--- config.mk ---
export PLATFORM = sky130hd
export DESIGN_NAME = mlf_resolve
export DESIGN_NICKNAME = d
export VERILOG_FILES = /design/src/rtl/mlf_pkg.sv /design/src/rtl/mlf_resolve.sv
export SDC_FILE = /design/constraint.sdc
export NUM_CORES = 1
export LEC_CHECK = 0
export BUFFER_PORTS_ARGS = -buffer_cell sky130_fd_sc_hd__buf_2
export CAP_MARGIN = 20
export CORE_ASPECT_RATIO = 0.5
export CORE_MARGIN = 2
export CORE_UTILIZATION = 36
export DETAILED_ROUTE_END_ITERATION = 10
export PLACE_DENSITY = 0.91
export SETUP_SLACK_MARGIN = 0.02
export SLEW_MARGIN = 10
export SYNTH_ARGS = -nofsm -noshare
export SYNTH_HDL_FRONTEND = slang
export SYNTH_SLANG_ARGS = --single-unit
--- constraint.sdc ---
create_clock -name vclk -period 7.6
set_clock_uncertainty 0.05 [all_clocks]
set_input_delay 2.28 -clock vclk [all_inputs]
set_output_delay 2.28 -clock vclk [all_outputs]
set_load 0.005 [all_outputs]
--- src/rtl/mlf_pkg.sv ---
// Package for the MAC learning forwarder: sizes, word types, codes and helpers.
package mlf_pkg;

    localparam int NUM_PORTS   = 8;
    localparam int TABLE_DEPTH = 64;
    localparam int IDX_W       = $clog2(TABLE_DEPTH);
    localparam int PORT_W      = 3;
    localparam int MAC_W       = 48;
    localparam int MASK_W      = 8;

    // Mask of every port that exists
    localparam logic [MASK_W-1:0] ALL_PORTS = MASK_W'((1 << NUM_PORTS) - 1);

    // Last table index, used for the replace pointer wrap
    localparam logic [IDX_W-1:0] LAST_IDX = IDX_W'(TABLE_DEPTH - 1);

    typedef enum logic [1:0] {
        ACT_FWD    = 2'd0,
        ACT_DROP   = 2'd1,
        ACT_ROUTER = 2'd2,
        ACT_FLOOD  = 2'd3
    } t_action;

    typedef enum logic [1:0] {
        ST_IDLE,
        ST_SCAN,
        ST_RESOLVE,
        ST_DELIVER
    } t_state;

    // Input word: one frame header
    typedef struct packed {
        logic              kind;
        logic [PORT_W-1:0] arrival_port;
        logic              src_present;
        logic [MAC_W-1:0]  src_mac;
        logic [MAC_W-1:0]  dest_mac;
    } t_in_word;

    // Output word: forwarding decision
    typedef struct packed {
        logic [MASK_W-1:0] port_mask;
        t_action           action;
    } t_out_word;

    // Query token that walks down the cell row
    typedef struct packed {
        logic              kind;
        logic [PORT_W-1:0] arrival_port;
        logic              learn;
        logic [MAC_W-1:0]  src_mac;
        logic [MAC_W-1:0]  dest_mac;
        logic              src_done;
        logic              dest_hit;
        logic [PORT_W-1:0] dest_port;
        logic [IDX_W-1:0]  dest_idx;
    } t_token;

    // Direct entry write, used for replacement in a full table
    typedef struct packed {
        logic              en;
        logic [IDX_W-1:0]  idx;
        logic [MAC_W-1:0]  mac;
        logic [PORT_W-1:0] port;
    } t_wr_req;

    // One-hot bit for a port, zero for a port that does not exist
    function automatic logic [MASK_W-1:0] port_bit(input logic [PORT_W-1:0] port);
        logic [MASK_W-1:0] bitv;
        bitv = '0;
        if (32'(port) < NUM_PORTS) begin
            bitv = MASK_W'(1) << port;
        end
        return bitv;
    endfunction

endpackage

--- src/rtl/mlf_resolve.sv ---
// Turns a finished token into the forwarding decision and the replacement request.
module mlf_resolve (
    input  mlf_pkg::t_token               i_tok,
    input  logic [mlf_pkg::IDX_W-1:0]     i_rep_ptr,
    input  logic [mlf_pkg::PORT_W-1:0]    i_router_port,
    output mlf_pkg::t_wr_req              o_wr,
    output mlf_pkg::t_out_word            o_word
);

    logic evict;
    logic hit;

    always_comb begin
        // Source still unlearned after the whole row: table is full
        evict = i_tok.learn && !i_tok.src_done;
        hit   = i_tok.dest_hit && !(evict && (i_tok.dest_idx == i_rep_ptr));

        o_wr.en   = evict;
        o_wr.idx  = i_rep_ptr;
        o_wr.mac  = i_tok.src_mac;
        o_wr.port = i_tok.arrival_port;

        if (i_tok.kind) begin
            o_word.port_mask = mlf_pkg::ALL_PORTS & ~mlf_pkg::port_bit(i_tok.arrival_port);
            o_word.action    = mlf_pkg::ACT_FLOOD;
        end else if (i_tok.learn && (i_tok.src_mac == i_tok.dest_mac)) begin
            // Destination is the source just learned: same port
            o_word.port_mask = '0;
            o_word.action    = mlf_pkg::ACT_DROP;
        end else if (hit && (i_tok.dest_port == i_tok.arrival_port)) begin
            o_word.port_mask = '0;
            o_word.action    = mlf_pkg::ACT_DROP;
        end else if (hit) begin
            o_word.port_mask = mlf_pkg::port_bit(i_tok.dest_port);
            o_word.action    = mlf_pkg::ACT_FWD;
        end else begin
            o_word.port_mask = mlf_pkg::port_bit(i_router_port);
            o_word.action    = mlf_pkg::ACT_ROUTER;
        end
    end

endmodule

==> results by group, run 1 <==
Finish
  – Highest-count cells in the layout ignoring fill and taps: buf_2, xor2_1, xnor2_1
  – Fin util: approximately half
  – Share of layout cells above drive strength 1: 62.0%
  – Layout Nets: around 440
  – Seq Cell Count: 0
  – Fill cell count: between 400 and 500
  – Area Growth Syn to Fin: 39.3%
  – Diodes inserted: 0
  – Most common cell after layout, fill and taps aside: buf_2
  – Sequential cell area: 0 um2
  – # clk buffers: 0

Floorplanning
  – Io pins: 189
  – Die Y: 48.4 um
  – Die W: 92.9 um
  – Die area: about 0.0045 mm2
  – Initial Utilization: 37.0%
  – Row cnt: 16
  – Core area: 0.00384 mm2

Power
  – Sw power: 0.0486 mW
  – Sequential share of power: 0%
  – Share of total power in combinational logic: 100.0%
  – Clock Power Share: 0%
  – Leakage: 1.11 nW
  – Maximum vdd drop: ~0.030 mV
  – Internal power: roughly 0.058 mW
  – Power per Cell Area: between 50 and 60 mW/mm2
  – Switching part of the total: 45.7%

Place
  – Final GP Congestion: about 0.8
  – Post-detail-place hpwl: between 3000 and 4000 um
  – I/O Buffers: 189

Yosys
  – Register area share after synthesis: 0%
  – Post-synthesis cell type count: 34
  – Top cell type's share of synthesized area: 30.6%
  – Ys Warns: 0
  – Syn nets: 310
  – Synth top area cells: buf_4, xor2_1, xnor2_1
  – Mapped cell area: approximately 0.0014 mm2
  – Area leader, netlist: buf_4
  – Mapped Cells: 189
  – Post-Synthesis Mean Instance Area: 7.52 um2

Critical path
  – Critical Path RT: 5.27 ns
  – Max Fanout on Critical Path: 9
  – Critical Path End Type: output pin
  – CP arrival: between 4 and 5 ns
  – WP buf/inv: 2
  – Setup crit start kind: input pin
  – Max incr delay on CP: just under 0.5 ns
  – Critical path cell sequence: buf_2, xnor2_1, nand4_1, o41ai_4, mux2i_1, o21ai_0, o31ai_1, buf_2
  – Most frequent CP cell: buf_2
  – Crit path kind: input pin to output pin
  – Top delay family on crit path: compound AO/OA/AOI/OAI gates
  – Max stage delay cell, worst path: o41ai_4

Drt
  – Routed Antenna Nets: 0
  – Final WL: between 4000 and 5000 um
  – Initial DRC count: 29
  – Total number of vias: 1651
  – Via density: 4.46
  – DR WL/cell: 11.3 um
  – Drt first pass iters: 4
  – DR DRC count: 0

STA
  – Final TNS setup: 0 ns
  – Setup violators final: 0
  – Period utilization: 85.8%
  – Fin Hold WS: 4.69 ns
  – Maximum clock frequency: 153 MHz
  – Worst rel slew slack: 62.4%
  – Worst Max-Slew Pin Slew: 0.563 ns
  – Fin. Hold Viols: 0
  – Slew Viols, Final: 0
  – RSZ-0062 raised after global routing: no
  – Post-layout min period: between 6 and 7 ns

GRT
  – Largest net degree at the start of global routing: 13
  – Initial antenna violation count: 0
  – Congestion Overflow GR: 0
  – Total track usage: 17.0%
  – Vias in the first global route: 1502
  – First-pass GRT wire length: 6470 um

Run status
  – Status: finished clean

Flow run
  – Maxcap violations: 0

Clocking
  – Post-cts gate resize count: 0
  – Post-CTS Setup Bufs: 0
  – Cts hold-fix bufs: 0

Hold path
  – Worst min path class: input pin to output pin
## per-layer routing
layer	up-vias	share of wire (%)	wire, um	track usage [%]
met4	0	0	0	0
met2	56	53	2200	32.6
met1	745	41	1720	22.3
li1	850	-	-	-
met3	0	6.3	262	0.935
met5	-	0	0	0
## through the flow
| step | cells | worst slack (ns) | instance area [um2] | total power, mW |
|---|---|---|---|---|
| final | 370 | 1.08 | 1980 | 0.106 |
| after global routing | 370 | 0.784 | 1980 | 0.117 |
| after CTS | 370 | 1.06 | 1980 | 0.107 |
| after detailed placement | 370 | 1.08 | 1980 | 0.106 |
| after global placement | 370 | 1.15 | 1980 | 0.105 |
| after floorplan | 189 | 1.51 | 1420 | 0.0644 |
## final timing paths
path              slack (ns)         start         to  depth (start not counted)
setup / recovery        1.08  i_rep_ptr[2]  o_word[2]                          8
hold / removal          4.69     i_tok[72]   o_wr[16]                          2
## power groups by stage
stage	Clock, mW	Sequential [mW]	Combinational [mW]
6_report	0	0	0.106
5_1_grt	0	0	0.117
4_1_cts	0	0	0.107
3_5_place_dp	0	0	0.106
3_3_place_gp	0	0	0.105
2_1_floorplan	0	0	0.0644
## synth_stat cells (3+ instances only)
| cell type | instances |
|---|---|
| o21ai_0 | 3 |
| inv_1 | 8 |
| nor2_1 | 4 |
| nand3_1 | 4 |
| nor3_1 | 3 |
| xnor2_1 | 13 |
| mux2i_1 | 3 |
| buf_2 | 3 |
| nand4_1 | 4 |
| a22o_1 | 4 |
| nand3b_1 | 5 |
| nand2b_1 | 4 |
| xor2_1 | 36 |
| buf_4 | 58 |
| nand2_1 | 4 |
| nor4_1 | 9 |
## cells by family (layout without fill, tap and decap cells)
family	count (synthesis)	after routing	share of synthesized area, %
AOI/OAI and AO/OA	24	24	15.0
buffers and inverters	70	197	34.1
muxes	3	3	2.11
and+or+nand+nor	43	43	18.7
xor gates and xnor gates	49	49	30.2
## cell type report
class,count,area (um2),area share [%]
repair buffers,189,946,47.8
multi-input cells,119,937,47.3
inverters,8,30.0,1.52
well taps,54,67.6,3.41
Power figures use the tool's default switching activity.
==> run 2: changes to the inputs <==
--- a/config.mk
+++ b/config.mk
@@ -5,13 +5,11 @@
 export SDC_FILE = /design/constraint.sdc
 export NUM_CORES = 1
 export LEC_CHECK = 0
-export BUFFER_PORTS_ARGS = -buffer_cell sky130_fd_sc_hd__buf_2
 export CAP_MARGIN = 20
-export CORE_ASPECT_RATIO = 0.5
-export CORE_MARGIN = 2
-export CORE_UTILIZATION = 36
+export CORE_AREA = 2 2 73 75
 export DETAILED_ROUTE_END_ITERATION = 10
-export PLACE_DENSITY = 0.91
+export DIE_AREA = 0 0 75 77
+export DONT_BUFFER_PORTS = 1
 export SETUP_SLACK_MARGIN = 0.02
 export SLEW_MARGIN = 10
 export SYNTH_ARGS = -nofsm -noshare
==> run 2 against run 1 <==
Maximum frequency up 1.5%. Power is 60% lower. Critical path depth shrank 2. Count of clock-buffer cells in the layout stayed put. Combinational power decreased by 60%. Critical path type unchanged. Largest cell class is now multi-input gates. Largest power group unchanged. Highest routed layer is now met4.
==> results by group, run 2 (synthesized netlist as in run 1, its figures left out) <==
GRT
  – Largest net degree at the start of global routing: 13
  – Congestion Overflow GR: 0
  – Vias in the first global route: 1045
  – Total track usage: 11.1%
  – First-pass GRT wire length: 5020 um
  – Initial antenna violation count: 0

Finish
  – Seq Cell Count: 0
  – Sequential cell area: 0 um2
  – Share of layout cells above drive strength 1: 5.51%
  – Fin util: 21.2%
  – Fin cells: between 150 and 200
  – # clk buffers: 0
  – Most common cell after layout, fill and taps aside: xor2_1
  – Layout Nets: 250
  – Highest-count cells in the layout ignoring fill and taps: xor2_1, xnor2_1, nor4_1
  – Diodes inserted: 0
  – Area Growth Syn to Fin: -25.8%

Power
  – Switching part of the total: 44.2%
  – Leakage: 0.361 nW
  – Tot Pwr: 0.0428 mW
  – Clock Power Share: 0%
  – Share of total power in combinational logic: 100.0%
  – Sequential share of power: 0%
  – Internal power: 0.0239 mW
  – Maximum vdd drop: just under 0.009 mV
  – Sw power: 0.0189 mW
  – Power per Cell Area: 40.5 mW/mm2

Critical path
  – Max stage delay cell, worst path: o41ai_4
  – Setup crit start kind: input pin
  – Crit path kind: input pin to output pin
  – WP buf/inv: 0
  – WP depth: 6
  – Max incr delay on CP: around 0.48 ns
  – Critical Path End Type: output pin
  – Critical Path RT: between 5 and 6 ns
  – Top delay family on crit path: compound AO/OA/AOI/OAI gates
  – Max Fanout on Critical Path: 9
  – CP arrival: between 4 and 5 ns
  – Critical path cell sequence: xnor2_1, nand4_1, o41ai_4, mux2i_1, o21ai_0, o31ai_1

Drt
  – Via density: 5.39
  – Initial DRC count: 25
  – Total number of vias: 1062
  – Final WL: between 3000 and 4000 um
  – DR WL/cell: 18.9 um
  – DR DRC count: 0
  – Routed Antenna Nets: 0
  – Drt first pass iters: 4

Run status
  – Status: finished clean

Hold path
  – Hold path depth: 0
  – Hold endpoint: o_wr[52]
  – Hold Startpoint: i_rep_ptr[1]
  – Worst min path class: input pin to output pin

Floorplanning
  – Initial Utilization: 28.6%
  – Die W: 75 um
  – Core area: between 0.004 and 0.005 mm2
  – Die area: 0.00578 mm2
  – Die Y: approximately 77 um
  – Io pins: 189
  – Row cnt: 26

STA
  – Worst rel slew slack: 54.2%
  – Period utilization: 84.5%
  – Post-layout min period: about 6.4 ns
  – Setup violators final: 0
  – Worst Max-Slew Pin Slew: ~0.68 ns
  – Maximum clock frequency: ~160 MHz
  – Slew Viols, Final: 0
  – Final TNS setup: 0 ns
  – Fin. Hold Viols: 0
  – RSZ-0062 raised after global routing: no

Place
  – Final GP Congestion: between 0.7 and 0.8
  – Placed insts: around 200
  – I/O Buffers: 0
  – Post-detail-place hpwl: 3450 um

Clocking
  – Post-cts gate resize count: 0
  – Cts hold-fix bufs: 0
  – Post-CTS Setup Bufs: 0

Flow run
  – Maxcap violations: 0
run 2: cell count changes in the layout (fill, tap and decap cells not counted):
cell	before	now
buf_2	189	0
run 2: power by group through the flow:
stage	Combinational [mW]	Sequential, mW	Clock [mW]
after CTS	0.0434	0	0
after global placement	0.0424	0	0
after detailed placement	0.0432	0	0
after floorplan	0.0644	0	0
after global routing	0.0487	0	0
final	0.0428	0	0
run 2: worst max path at each step:
stage / end / slack, ns / start
6_report: o_word[2] / 1.17 / i_rep_ptr[3]
5_1_grt: o_word[2] / 1.0 / i_rep_ptr[2]
4_1_cts: o_word[2] / 1.15 / i_rep_ptr[3]
3_5_place_dp: o_word[2] / 1.15 / i_rep_ptr[3]
3_3_place_gp: o_word[2] / 1.26 / i_rep_ptr[1]
2_1_floorplan: o_word[2] / 1.51 / i_rep_ptr[4]
run 2: metal layers:
metal | global-route usage (%) | up-vias | part of all wire (%) | wire length [um]
li1 | - | 470 | - | -
met3 | 3.55 | 2 | 13 | 491
met5 | 0 | - | 0 | 0
met2 | 21.5 | 107 | 53 | 1980
met4 | 0.357 | 0 | 0.13 | 5
met1 | 11.8 | 483 | 33 | 1240
run 2: area by class of cell:
cell class | count | area, um2
Fill cell | 573 | 3920
Tap cell | 70 | 87.6
Multi-Input combinational cell | 119 | 937
Inverter | 8 | 30.0
run 2: metrics by stage:
step	hold WS, ns	cell area, um2	worst slack [ns]
after floorplan	4.59	1420	1.51
after global placement	4.51	1050	1.26
after detailed placement	4.51	1050	1.15
after CTS	4.51	1050	1.15
after global routing	4.51	1050	0.997
final	4.51	1050	1.17
==> run 3: changes to the inputs <==
==> constraint.sdc (replaced) <==
create_clock -name vclk -period 6.4
set_clock_uncertainty 0.05 [all_clocks]
set_input_delay 1.92 -clock vclk [all_inputs]
set_output_delay 1.92 -clock vclk [all_outputs]
set_load 0.005 [all_outputs]
==> run 3 against run 2 <==
Flip-flop and latch count unchanged. Power up 18%. Critical path depth unchanged. Combinational power up 18%. Sequential share of layout area stayed put. Cell count did not move. Hold slack worse by 0.72 ns. Wire length about the same. Via count increased by 0.75%. Die area unchanged. Global-route usage decreased by 0.55 points. Count of clock-buffer cells in the layout did not move.
==> results by group, run 3 (synthesized netlist as in run 1, its figures left out) <==
Run status
  – Status: finished clean

Critical path
  – Crit path kind: input pin to output pin
  – Critical Path End Type: output pin
  – Critical Path RT: between 4 and 5 ns
  – Max stage delay cell, worst path: o41ai_4
  – CP arrival: 3.71 ns
  – Setup crit start kind: input pin
  – Max incr delay on CP: 0.49 ns
  – Max Fanout on Critical Path: 9
  – WP buf/inv: 0
  – Critical path cell sequence: xnor2_1, nand4_1, o41ai_4, mux2i_1, o21ai_0, o31ai_1
  – Top delay family on crit path: compound AO/OA/AOI/OAI gates

Drt
  – Drt first pass iters: 4
  – Initial DRC count: 32
  – Routed Antenna Nets: 0
  – Final WL: roughly 3700 um
  – DR DRC count: 0
  – DR WL/cell: 18.9 um
  – Via density: 5.43
  – Total number of vias: between 1000 and 1500

Power
  – Leakage: 0.361 nW
  – Maximum vdd drop: 0.0101 mV
  – Power per Cell Area: 48.0 mW/mm2

Place
  – Post-detail-place hpwl: 3400 um
  – I/O Buffers: 0
  – Final GP Congestion: 0.720
  – DP Worst Slack: between 0.6 and 0.7 ns

Finish
  – Area Growth Syn to Fin: -25.8%
  – # clk buffers: 0
  – Footprint of the multi-input gates: roughly 940 um2
  – Highest-count cells in the layout ignoring fill and taps: xor2_1, xnor2_1, nor4_1
  – Fill cell count: 574
  – Layout Nets: 250
  – Share of layout cells above drive strength 1: ~5.5%
  – Most common cell after layout, fill and taps aside: xor2_1
  – Diodes inserted: 0
  – Seq Cell Count: 0
  – Sequential cell area: 0 um2

STA
  – Post-layout min period: approximately 5.7 ns
  – Slew Viols, Final: 0
  – Worst Max-Slew Pin Slew: 0.691 ns
  – Period utilization: between 80% and 90%
  – Worst rel slew slack: roughly 53%
  – RSZ-0062 raised after global routing: no
  – Maximum clock frequency: roughly 180 MHz
  – Final TNS setup: 0 ns
  – Final worst setup slack: 0.718 ns
  – Fin. Hold Viols: 0
  – Setup violators final: 0

Clocking
  – Post-cts gate resize count: 0
  – Post-CTS Setup Bufs: 0
  – Cts hold-fix bufs: 0

GRT
  – Largest net degree at the start of global routing: 13
  – First-pass GRT wire length: around 4700 um
  – Vias in the first global route: 998
  – Total track usage: 10.5%
  – Initial antenna violation count: 0
  – Congestion Overflow GR: 0

Floorplanning
  – Die Y: 77 um
  – Die W: 75 um
  – Core area: around 0.005 mm2
  – Die area: 0.00578 mm2
  – Initial Utilization: 28.6%
  – Row cnt: 26
  – Io pins: 189

Flow run
  – Maxcap violations: 0

Hold path
  – Worst min path class: input pin to output pin
[run 3: cell counts in the layout (fill, tap and decap cells not counted)]
No cell type changed its count.
[run 3: stage by stage]
step	utilization (%)	power (mW)	cell area, um2	std cells	hold WS [ns]
finish	21.2	0.0506	1050	197	3.79
global route	21.2	0.0573	1050	197	3.79
CTS	21.2	0.0513	1050	197	3.79
detailed placement	21.2	0.0510	1050	197	3.79
global placement	21.2	0.0503	1050	197	3.79
floorplan	-	0.0765	1420	189	3.87
[run 3: layout make-up]
type / instances / share of cell area, %
multi-input combinational: 119 / 88.8
tap: 70 / 8.30
inverter: 8 / 2.85
[run 3: routing by layer]
metal	up-vias	track usage, %	part of all wire (%)
li1	470	-	-
met1	485	11.0	33
met2	113	20.4	53
met3	2	3.68	14
met4	0	0.714	0.13
met5	-	0	0
[run 3: final timing paths]
path	startpoint	endpoint	slack (ns)	cells past startpoint
max	i_rep_ptr[3]	o_word[2]	0.72	6
min	i_tok[70]	o_wr[14]	3.79	0
[run 3: power breakdown]
group | internal (mW) | leakage, nW | total (mW) | switching [mW]
registers | 0 | 0 | 0 | 0
logic | 0.0283 | 0.361 | 0.0506 | 0.0223
clock network | 0 | 0 | 0 | 0
total | 0.0283 | 0.361 | 0.0506 | 0.0223
