==> config.mk <==
export PLATFORM = sky130hd
export DESIGN_NAME = mlf_cell
export DESIGN_NICKNAME = d
export VERILOG_FILES = /design/src/rtl/mlf_pkg.sv /design/src/rtl/mlf_cell.sv
export SDC_FILE = /design/constraint.sdc
export NUM_CORES = 1
export LEC_CHECK = 0
export ABC_AREA = 0
export BUFFER_PORTS_ARGS = -buffer_cell sky130_fd_sc_hd__buf_2
export CAP_MARGIN = 30
export CORE_MARGIN = 4
export CORE_UTILIZATION = 36
export CTS_CLUSTER_SIZE = 40
export DETAILED_ROUTE_END_ITERATION = 8
export GPL_ROUTABILITY_DRIVEN = 0
export PLACE_DENSITY = 0.71
export SETUP_SLACK_MARGIN = 0.4
export SLEW_MARGIN = 40
export SYNTH_ARGS = -nofsm -noshare
export SYNTH_HDL_FRONTEND = slang
export SYNTH_SLANG_ARGS = --single-unit
==> constraint.sdc <==
create_clock -name i_clk -period 11.4 [get_ports i_clk]
set_clock_uncertainty 0.1 [all_clocks]
set_input_delay 2.85 -clock i_clk [delete_from_list [all_inputs] [get_ports i_clk]]
set_output_delay 2.85 -clock i_clk [all_outputs]
set_load 0.02 [all_outputs]
==> src/rtl/mlf_pkg.sv <==
// Package for the MAC learning forwarder: sizes, word types, codes and helpers.
package mlf_pkg;

    localparam int NUM_PORTS   = 8;
    localparam int TABLE_DEPTH = 64;
    localparam int IDX_W       = $clog2(TABLE_DEPTH);
    localparam int PORT_W      = 3;
    localparam int MAC_W       = 48;
    localparam int MASK_W      = 8;

    // Mask of every port that exists
    localparam logic [MASK_W-1:0] ALL_PORTS = MASK_W'((1 << NUM_PORTS) - 1);

    // Last table index, used for the replace pointer wrap
    localparam logic [IDX_W-1:0] LAST_IDX = IDX_W'(TABLE_DEPTH - 1);

    typedef enum logic [1:0] {
        ACT_FWD    = 2'd0,
        ACT_DROP   = 2'd1,
        ACT_ROUTER = 2'd2,
        ACT_FLOOD  = 2'd3
    } t_action;

    typedef enum logic [1:0] {
        ST_IDLE,
        ST_SCAN,
        ST_RESOLVE,
        ST_DELIVER
    } t_state;

    // Input word: one frame header
    typedef struct packed {
        logic              kind;
        logic [PORT_W-1:0] arrival_port;
        logic              src_present;
        logic [MAC_W-1:0]  src_mac;
        logic [MAC_W-1:0]  dest_mac;
    } t_in_word;

    // Output word: forwarding decision
    typedef struct packed {
        logic [MASK_W-1:0] port_mask;
        t_action           action;
    } t_out_word;

    // Query token that walks down the cell row
    typedef struct packed {
        logic              kind;
        logic [PORT_W-1:0] arrival_port;
        logic              learn;
        logic [MAC_W-1:0]  src_mac;
        logic [MAC_W-1:0]  dest_mac;
        logic              src_done;
        logic              dest_hit;
        logic [PORT_W-1:0] dest_port;
        logic [IDX_W-1:0]  dest_idx;
    } t_token;

    // Direct entry write, used for replacement in a full table
    typedef struct packed {
        logic              en;
        logic [IDX_W-1:0]  idx;
        logic [MAC_W-1:0]  mac;
        logic [PORT_W-1:0] port;
    } t_wr_req;

    // One-hot bit for a port, zero for a port that does not exist
    function automatic logic [MASK_W-1:0] port_bit(input logic [PORT_W-1:0] port);
        logic [MASK_W-1:0] bitv;
        bitv = '0;
        if (32'(port) < NUM_PORTS) begin
            bitv = MASK_W'(1) << port;
        end
        return bitv;
    endfunction

endpackage

==> src/rtl/mlf_cell.sv <==
// One table entry cell: holds a MAC/port pair and passes the query token on.
module mlf_cell (
    input  logic                          i_clk,
    input  logic                          i_rst_n,
    input  logic [mlf_pkg::IDX_W-1:0]     i_index,
    input  logic                          i_tok_vld,
    input  mlf_pkg::t_token               i_tok,
    input  mlf_pkg::t_wr_req              i_wr,
    output logic                          o_tok_vld,
    output mlf_pkg::t_token               o_tok
);

    logic                         r_valid;
    logic                         n_valid;
    logic [mlf_pkg::MAC_W-1:0]    r_mac;
    logic [mlf_pkg::MAC_W-1:0]    n_mac;
    logic [mlf_pkg::PORT_W-1:0]   r_port;
    logic [mlf_pkg::PORT_W-1:0]   n_port;
    logic                         r_tok_vld;
    mlf_pkg::t_token              r_tok;
    mlf_pkg::t_token              n_tok;

    logic pend;
    logic upd;
    logic fill;
    logic dmatch;

    // Learn, fill and lookup against this entry
    always_comb begin
        pend   = i_tok.learn && !i_tok.src_done;
        upd    = i_tok_vld && pend && r_valid && (r_mac == i_tok.src_mac);
        fill   = i_tok_vld && pend && !r_valid;
        dmatch = r_valid && (r_mac == i_tok.dest_mac);

        n_tok = i_tok;
        if (upd || fill) begin
            n_tok.src_done = 1'b1;
        end
        if (dmatch) begin
            n_tok.dest_hit  = 1'b1;
            n_tok.dest_port = r_port;
            n_tok.dest_idx  = i_index;
        end

        n_valid = r_valid;
        n_mac   = r_mac;
        n_port  = r_port;
        if (fill) begin
            n_valid = 1'b1;
            n_mac   = i_tok.src_mac;
            n_port  = i_tok.arrival_port;
        end else if (upd) begin
            n_port  = i_tok.arrival_port;
        end else if (i_wr.en && (i_wr.idx == i_index)) begin
            n_mac   = i_wr.mac;
            n_port  = i_wr.port;
        end
    end

    // Control state
    always_ff @(posedge i_clk) begin
        if (!i_rst_n) begin
            r_valid   <= 1'b0;
            r_tok_vld <= 1'b0;
        end else begin
            r_valid   <= n_valid;
            r_tok_vld <= i_tok_vld;
        end
    end

    // Payload
    always_ff @(posedge i_clk) begin
        r_mac  <= n_mac;
        r_port <= n_port;
        r_tok  <= n_tok;
    end

    assign o_tok_vld = r_tok_vld;
    assign o_tok     = r_tok;

endmodule

==> results of run 1 <==
[power by group through the flow]
stage	combinational [mW]	sequential, mW	clock (mW)
floorplan	0.0512	0.687	0
global placement	0.157	0.658	0
detailed placement	0.158	0.659	0
CTS	0.159	0.646	0.594
global route	0.169	0.649	0.615
finish	0.156	0.646	0.579
[per-stage QoR]
stage,power [mW],worst slack [ps],hold WS (ps)
2_1_floorplan,0.7379,5329,352.3
3_3_place_gp,0.8151,5839,354.2
3_5_place_dp,0.8169,5752,359.7
4_1_cts,1.399,6193,375.0
5_1_grt,1.433,6063,384.7
6_report,1.382,6196,370.3
[cells in the final DEF (no fill, tap or decap), drive strengths merged, types with 2 or more instances in the layout]
cell     synthesis  layout
xnor2           50      50
clkinv           0       6
and4             2       2
nor4b            2       2
mux2            60      60
o2111ai          3       3
nor4            14      14
nor3             4       4
buf              5     293
bufinv           0       3
nand4           26      26
nand2b          21      21
inv              9      10
nor2             4       4
nand3            2       2
nand2            2       2
dfxtp          114     114
edfxtp          51      51
clkbuf           1      21
or2              2       2
o22ai            3       3
xor2            37      37
[worst min path at each step]
stage / startpoint / end / slack (ps) / cells after the start
finish: r_port[0]$_DFFE_PP_ / o_tok[6]$_DFF_P_ / 370 / 1
global route: r_port[1]$_DFFE_PP_ / o_tok[7]$_DFF_P_ / 380 / 1
CTS: r_port[0]$_DFFE_PP_ / o_tok[6]$_DFF_P_ / 380 / 1
detailed placement: r_port[2]$_DFFE_PP_ / o_tok[8]$_DFF_P_ / 360 / 1
global placement: r_port[1]$_DFFE_PP_ / o_tok[7]$_DFF_P_ / 350 / 1
floorplan: r_port[0]$_DFFE_PP_ / o_tok[6]$_DFF_P_ / 350 / 1
[area by class of cell]
class,count,area share [%]
Clock buffer,21,5.560
Clock inverter,11,1.597
Inverter,9,0.4068
Multi-Input combinational cell,244,25.54
Sequential cell,165,45.92
Tap cell,216,3.254
Timing Repair Buffer,293,17.72
[kinds of logic after synthesis]
logic type	Yosys count	synth area share, %
DFF	165	63.71
and+or+nand+nor	86	9.135
xor gates and xnor gates	87	12.73
buffers and inverters	15	1.108
muxes	60	11.85
AOI/OAI and AO/OA	11	1.463
[routing by layer]
metal	vias up	share of wire (%)	wire, um	track usage (%)
li1	2133	-	-	-
met2	203	49	8434	29.54
met1	1993	41	7029	21.73
met3	22	8.5	1454	5.735
met5	-	0.052	9	0
met4	2	1.4	246	5.599
[registers in the layout, indices dropped and copies added (netlist names)]
| register | cells |
|---|---|
| o_tok_vld | 1 |
| r_valid | 1 |
| r_mac | 48 |
| r_port | 3 |
| o_tok | 112 |
==> flow_summary.yaml, run 1 <==
global_routing:
  grt_max_degree: 50
  grt_pass1_wl_um: 24410
  grt_use_total_pct: 17.70
  antenna_found_initial: 1
  grt.overflow.total: 0
  grt_pass1_vias: 4455
run:
  maxCapViolations: 0
drt:
  wire_per_inst_um: 17.91
  drtIter0Drc: 175
  ant_nets: 0
  drt_pass1_iterations: 6
  via_per_inst: 4.539
  routed_wl_um: 17170
  num_vias: 4353
  drc: 0
critical_path:
  crit_family: "simple AND/OR/NAND/NOR gates"
  r2r_cells: 7
  worst-endpoint-arrival_ps: 5190
  cp_num_buf_inv: 3
  max_stage_delay_ps: 570
  r2r-end: "r_mac[35]$_DFFE_PP_"
  r2r_start: "r_mac[18]$_DFFE_PP_"
  crit_path_end: "r_mac[35]$_DFFE_PP_"
  cp.required_ps: 11380
  reg2reg_setup_slack_ps: 8540
  path_depth: 7
  crit_path_start: "i_tok[10]"
  endpoint_kind: "flip-flop"
  path_cells: "buf_2 > nand3b_1 > nor2_4 > buf_4 > nor2_1 > nor2_4 > buf_4"
  crit_path_top_delay_cell: "nor2_4"
  critPathLaunchType: "primary input"
  crit_type: "in2reg"
  cp_max_fo: 49
placed_design:
  dp.final_hpwl_um: 13930
  io_buffer_count: 291
  dpl.cell_count: 927
  place_area_mm2: 0.007710
final_layout:
  final_util_pct: 51.53
  fill_cells: 1429
  syn2layout_area_growth_pct: 38.73
  finalNonFillerCells: 959
  multi_input_area_mm2: 0.002121
  diodes: 0
  drive_above_1_share_pct: 52.09
  final_area_mm2: 0.008304
  layout.nets: 909
  final-seq-area_mm2: 0.003814
clocking:
  cts_setup_buffers: 0
  cts_root_buf: "clkbuf_16"
  clock_latency_ps: 420
  htree_levels: 4
  cts.sinks: 165
  cts_max_path_buffers: 2
  cts_resized: 0
  hold_buffers: 0
  cts_tree: "yes"
  clk_pin_slew_ps: 60
  cts-buffers-inserted: 17
floorplan:
  coreArea_mm2: 0.01612
  io_pins: 292
  initial_core_util_pct: 37.14
  die_area_mm2: 0.01875
  die_w_um: 136.9
  fp-row-count: 46
  die_h_um: 136.9
sta:
  max_freq_mhz: 192.1
  period_share_pct: 45.65
  rsz0062_at_grt: "false"
  setup_violations: 0
  hold_viol_final: 0
  fin_crit_ps: 5204
  setup_tns_ps: 0
  slew_headroom_pct: 53.21
  maxSlewViolCount: 0
  worst_pin_slew_ps: 701.8
synth:
  yosys.area.top_type: "dfxtp_1"
  netlist_top_cells_count: "dfxtp_1, edfxtp_1, mux2_2"
  postSynthAreaPerCell_um2: 14.12
  synthFlopType: "dfxtp_1"
  synth_cells: 424
  ys_ff_latch: 165
  synth_seq_area_share_pct: 63.71
  synth-edff-count: 51
  synth_fp_nets: 603
  synth_most_common_cell: "dfxtp_1"
  synth-async-reset-ratio_pct: 0
  synth_cell_type_count: 37
  yosysWarnings: 0
  synthTopCellsByArea: "dfxtp_1, edfxtp_1, mux2_2"
  syn_area_mm2: 0.005986
  synth_top_area_share_pct: 38.13
power_and_ir_drop:
  switching_share_pct: 23.25
  pwr-share-comb_pct: 11.3
  seq_power_share_pct: 46.8
  clock_power_share_pct: 41.9
  p_switching_mw: 0.3212
  p_int_mw: 1.061
  vdd_drop_max_mv: 0.09718
  power.leakage_nw: 3.582
  power_density_mw_per_mm2: 166.4
status:
  status: "finished, final reports clean"
min_path:
  hp-class: "reg2reg"
Note: power is estimated with default switching activity, not from simulation.
==> run 2, diff against run 1 <==
- clock period: 11.4 -> 4.8 ns (I/O delays scaled with it)
==> run 2 against run 1 <==
  * Worst setup slack got worse by 4700 ps
  * Non-clock buffer count unchanged
  * Via count about the same
  * Flip-flop and latch count unchanged
  * Critical path depth increased by 1
  * Core utilization increased by 0.36 points
  * Sequential power increased by 140%
  * Global-route usage about the same
  * Critical endpoint is now r_mac[10]$_DFFE_PP_
  * Highest routed layer unchanged
==> flow_summary.yaml, run 2 (synthesized netlist as in run 1, its figures left out) <==
critical_path:
  worst-endpoint-arrival_ps: 3360
  path_cells: "buf_2 > xnor2_1 > nand4_1 > or4_1 > nor4_2 > and4_1 > nor2_4 > buf_4"
  r2r_start: "r_mac[18]$_DFFE_PP_"
  crit_path_start: "i_tok[77]"
  reg2reg_setup_slack_ps: 1920
  endpoint_kind: "flip-flop"
  cp_num_buf_inv: 2
  crit_type: "in2reg"
  critPathLaunchType: "primary input"
  max_stage_delay_ps: 580
  cp.required_ps: 4830
  crit_family: "simple AND/OR/NAND/NOR gates"
  crit_path_top_delay_cell: "or4_1"
  cp_max_fo: 26
power_and_ir_drop:
  power_density_mw_per_mm2: 402.3
  vdd_drop_max_mv: 0.2663
  p_switching_mw: 0.7802
  clock_power_share_pct: 43.3
  seq_power_share_pct: 45.6
  pwr-share-comb_pct: 11.1
  p_int_mw: 2.584
  switching_share_pct: 23.19
  power.leakage_nw: 3.606
global_routing:
  grt_pass1_vias: 4507
  antenna_found_initial: 1
  grt_max_degree: 49
  grt_use_total_pct: 17.71
  grt.overflow.total: 0
  grt_pass1_wl_um: 24760
final_layout:
  finalNonFillerCells: 959
  layout_common_cells: "buf_2, dfxtp_1, mux2_2, edfxtp_1, xnor2_1"
  final_util_pct: 51.89
  layout_commonest_cell: "buf_2"
  syn2layout_area_growth_pct: 39.69
  layout.nets: 909
  largest_reg_flops: 112
  diodes: 0
  drive_above_1_share_pct: 52.36
placed_design:
  dp.final_hpwl_um: 14050
  io_buffer_count: 291
  place_ws_ps: 1071
  dpl.cell_count: 927
sta:
  maxSlewViolCount: 0
  setup_tns_ps: 0
  postLayoutSetupSlackWorst_ps: 1479
  worst_pin_slew_ps: 671.5
  period_share_pct: 69.20
  max_freq_mhz: 301.1
  slew_headroom_pct: 55.23
  hold_viol_final: 0
  setup_violations: 0
  rsz0062_at_grt: "false"
  fin_crit_ps: 3321
status:
  status: "finished, final reports clean"
drt:
  ant_nets: 0
  via_per_inst: 4.537
  drtIter0Drc: 209
  routed_wl_um: 17220
  drt_pass1_iterations: 7
  num_vias: 4351
  wire_per_inst_um: 17.96
  drc: 0
floorplan:
  coreArea_mm2: 0.01612
  die_area_mm2: 0.01875
  die_h_um: 136.9
  initial_core_util_pct: 37.14
  io_pins: 292
  fp-row-count: 46
  die_w_um: 136.9
clocking:
  cts_resized: 0
  htree_levels: 4
  cts_setup_buffers: 0
  clock_latency_ps: 420
  cts_tree: "yes"
  cts.sinks: 165
  clk_pin_slew_ps: 60
  cts_root_buf: "clkbuf_16"
  cts-buffers-inserted: 17
  hold_buffers: 0
  cts_max_path_buffers: 2
min_path:
  hold_start: "r_port[1]$_DFFE_PP_"
  hp-class: "reg2reg"
run:
  maxCapViolations: 0
-- run 2: changes by cell type in the layout (fill, tap and decap cells not counted), sizes merged --
cell	change
clkbuf	+3
bufinv	-1
clkinv	-2
-- run 2: final cells by class --
cell class	instances	area [um2]
multi-input combinational	244	2121
inverter	9	33.78
clock inverter	8	105.1
fill	1469	7754
tap	216	270.3
sequential	165	3814
timing repair buffer	293	1471
clock buffer	24	546.8
-- run 2: power groups by stage --
stage	Sequential, mW	Combinational [mW]	Clock, mW
6_report	1.53	0.372	1.46
5_1_grt	1.54	0.403	1.55
2_1_floorplan	1.63	0.122	0
4_1_cts	1.53	0.378	1.49
3_3_place_gp	1.56	0.374	0
3_5_place_dp	1.57	0.377	0
-- run 2: worst reg2reg max path, delay by kind of cell, from the launching register on --
| family | cells | cell delay, ps |
|---|---|---|
| xor+xnor | 1 | 260 |
| buf+inv | 1 | 310 |
| simple gates | 5 | 1510 |
| flops | 1 | 420 |
-- run 2: stage by stage --
step	power, mW	instance area, um2	hold WS [ps]
2_1_floorplan	1.752	5988	352.3
6_report	3.364	8362	371.0
4_1_cts	3.399	8362	376.4
3_3_place_gp	1.937	7710	356.4
5_1_grt	3.488	8362	394.2
3_5_place_dp	1.942	7710	365.2
-- run 2: final timing paths --
path | to | depth (start not counted)
max | r_mac[10]$_DFFE_PP_ | 8
min | o_tok[7]$_DFF_P_ | 1
max reg2reg | r_mac[10]$_DFFE_PP_ | 7
min reg2reg | o_tok[7]$_DFF_P_ | 1
-- run 2: per-layer routing --
| metal | GRT usage (%) | up-vias | routed length, um |
|---|---|---|---|
| li1 | - | 2133 | - |
| met2 | 30.74 | 162 | 8647 |
| met5 | 0 | - | 13 |
| met4 | 3.714 | 2 | 134 |
| met1 | 21.62 | 2043 | 7244 |
| met3 | 5.588 | 11 | 1178 |
==> run 3, diff against run 2 <==
- ABC_AREA: 0 -> 1
- PLACE_DENSITY: 0.71 -> 0.73
- clock period: 4.8 -> 2.7 ns (I/O delays scaled with it)
==> run 3 against run 2 <==
  * Clock-buffer cell count fell by 1
  * Via count rose by 30%
  * Synthesized cell count rose by 73%
  * Worst setup slack got worse by 720 ps
  * Non-clock buffer count rose by 4
  * Critical endpoint is now r_mac[38]$_DFFE_PP_
==> flow_summary.yaml, run 3 <==
sta:
  slew_headroom_pct: 76.21
  max_freq_mhz: 514.1
  hold_viol_final: 0
  fin_crit_ps: 1945
  setup_tns_ps: 0
  rsz0062_at_grt: "false"
  maxSlewViolCount: 0
  period_share_pct: 72.05
  worst_pin_slew_ps: 356.8
  setup_violations: 0
drt:
  drt_pass1_iterations: 5
  wire_per_inst_um: 15.92
  drtIter0Drc: 359
  routed_wl_um: 20300
  ant_nets: 0
  drc: 0
  via_per_inst: 4.445
  num_vias: 5667
critical_path:
  cp.required_ps: 2720
  cp_max_fo: 20
  worst-endpoint-arrival_ps: 1970
  crit_type: "reg2reg"
  endpoint_kind: "flip-flop"
  critPathLaunchType: "flip-flop"
clocking:
  clock_latency_ps: 420
  cts_resized: 0
  cts-buffers-inserted: 17
  clk_pin_slew_ps: 70
  cts_root_buf: "clkbuf_16"
  htree_levels: 4
  cts_tree: "yes"
  cts.sinks: 165
  cts_setup_buffers: 0
  cts_max_path_buffers: 2
  hold_buffers: 0
final_layout:
  layout_common_cells: "buf_2, nand2_1, dfxtp_1, inv_1, edfxtp_1"
  diodes: 0
  final_util_pct: 50.49
  final_area_mm2: 0.008703
  drive_above_1_share_pct: 33.90
  largest_reg_flops: 112
  syn2layout_area_growth_pct: 38.10
  layout_commonest_cell: "buf_2"
  layout.nets: 1216
floorplan:
  fp-row-count: 48
  io_pins: 292
  die_area_mm2: 0.01969
  die_w_um: 140.3
  initial_core_util_pct: 36.56
  coreArea_mm2: 0.01724
  die_h_um: 140.3
synth:
  synth-edff-count: 51
  synth-async-reset-ratio_pct: 0
  synthFlopType: "dfxtp_1"
  ys_ff_latch: 165
  yosysWarnings: 0
  synth_top_area_share_pct: 36.21
  synth_cells: 732
  synth_cell_type_count: 27
  synth_most_common_cell: "nand2_1"
  synthTopCellsByArea: "dfxtp_1, edfxtp_1, nand2_1"
  netlist_top_cells_count: "nand2_1, dfxtp_1, inv_1"
  synth_seq_area_share_pct: 60.51
  yosys.area.top_type: "dfxtp_1"
  postSynthAreaPerCell_um2: 8.610
  syn_area_mm2: 0.006302
  synth_fp_nets: 911
power_and_ir_drop:
  power_density_mw_per_mm2: 663.3
  total_power_mw: 5.773
  power.leakage_nw: 4.585
  vdd_drop_max_mv: 0.4403
run:
  maxCapViolations: 0
status:
  status: "finished, final reports clean"
global_routing:
  grt_use_total_pct: 20.43
  grt_pass1_vias: 5728
  grt_max_degree: 92
  grt.overflow.total: 0
  grt_pass1_wl_um: 30570
  antenna_found_initial: 1
min_path:
  hp-class: "in2reg"
placed_design:
  io_buffer_count: 291
  place_area_mm2: 0.008105
  dp.final_hpwl_um: 16520
==> run 3: layer usage <==
metal  vias up  share of wire (%)  GRT usage [%]  wire length [um]
li1       2892                  -              -                 -
met1      2503                 42          24.93              8505
met2       242                 48          34.55              9809
met3        28                7.8          6.009              1580
met4         2                2.0          6.935               396
met5         -              0.059              0                12
==> run 3: layout make-up <==
cell class / instances / area, um2
Clock buffer: 23 / 509.2
Clock inverter: 9 / 61.31
Timing Repair Buffer: 297 / 1551
Inverter: 103 / 396.6
Multi-Input combinational cell: 453 / 2090
Sequential cell: 165 / 3814
Fill cell: 1629 / 8533
Tap cell: 225 / 281.5
==> run 3: metrics by stage <==
| stage | cells | hold slack, ps | setup slack [ps] |
|---|---|---|---|
| after global routing | 1275 | 224.5 | 589.8 |
| final | 1275 | 246.7 | 754.8 |
| after detailed placement | 1241 | 365.1 | 95.95 |
| after CTS | 1273 | 231.0 | 405.4 |
| after global placement | 1241 | 364.5 | 127.0 |
| after floorplan | 732 | 349.0 | 229.1 |
==> run 3: cells by family (layout without fill, tap and decap cells) <==
| family | Yosys count | after routing | synth area share [%] |
|---|---|---|---|
| AND/OR/NAND/NOR | 353 | 353 | 22.93 |
| flip-flops | 165 | 165 | 60.51 |
| buffers and inverters | 114 | 432 | 6.829 |
| AO/OA/AOI/OAI | 75 | 75 | 6.254 |
| XOR/XNOR | 25 | 25 | 3.474 |
==> run 3: worst paths after layout <==
kind / start / to / slack [ps] / depth (start not counted)
worst min-delay path: i_tok[111] / o_tok[111]$_DFF_P_ / 250 / 1
worst min register to register: r_port[2]$_DFFE_PP_ / o_tok[8]$_DFF_P_ / 380 / 2
worst max register to register: r_mac[34]$_DFFE_PP_ / r_mac[38]$_DFFE_PP_ / 750 / 10
worst max-delay path: r_mac[34]$_DFFE_PP_ / r_mac[38]$_DFFE_PP_ / 750 / 10
==> run 3: report_power, final <==
| part | total, mW | internal (mW) | switching, mW |
|---|---|---|---|
| Combinational | 0.701 | 0.270 | 0.432 |
| Clock | 2.34 | 1.34 | 1.01 |
| Sequential | 2.73 | 2.69 | 0.0421 |
==> run 3: critical path: stages, from the launching register on <==
cell      delay [ps]
edfxtp_1         460
inv_1             80
nand2_1          100
nand2_1           70
nor2_1            40
nand2_1           90
nor2_1            40
nand2_1           60
nor2_2            60
a21oi_4          310
buf_12           230
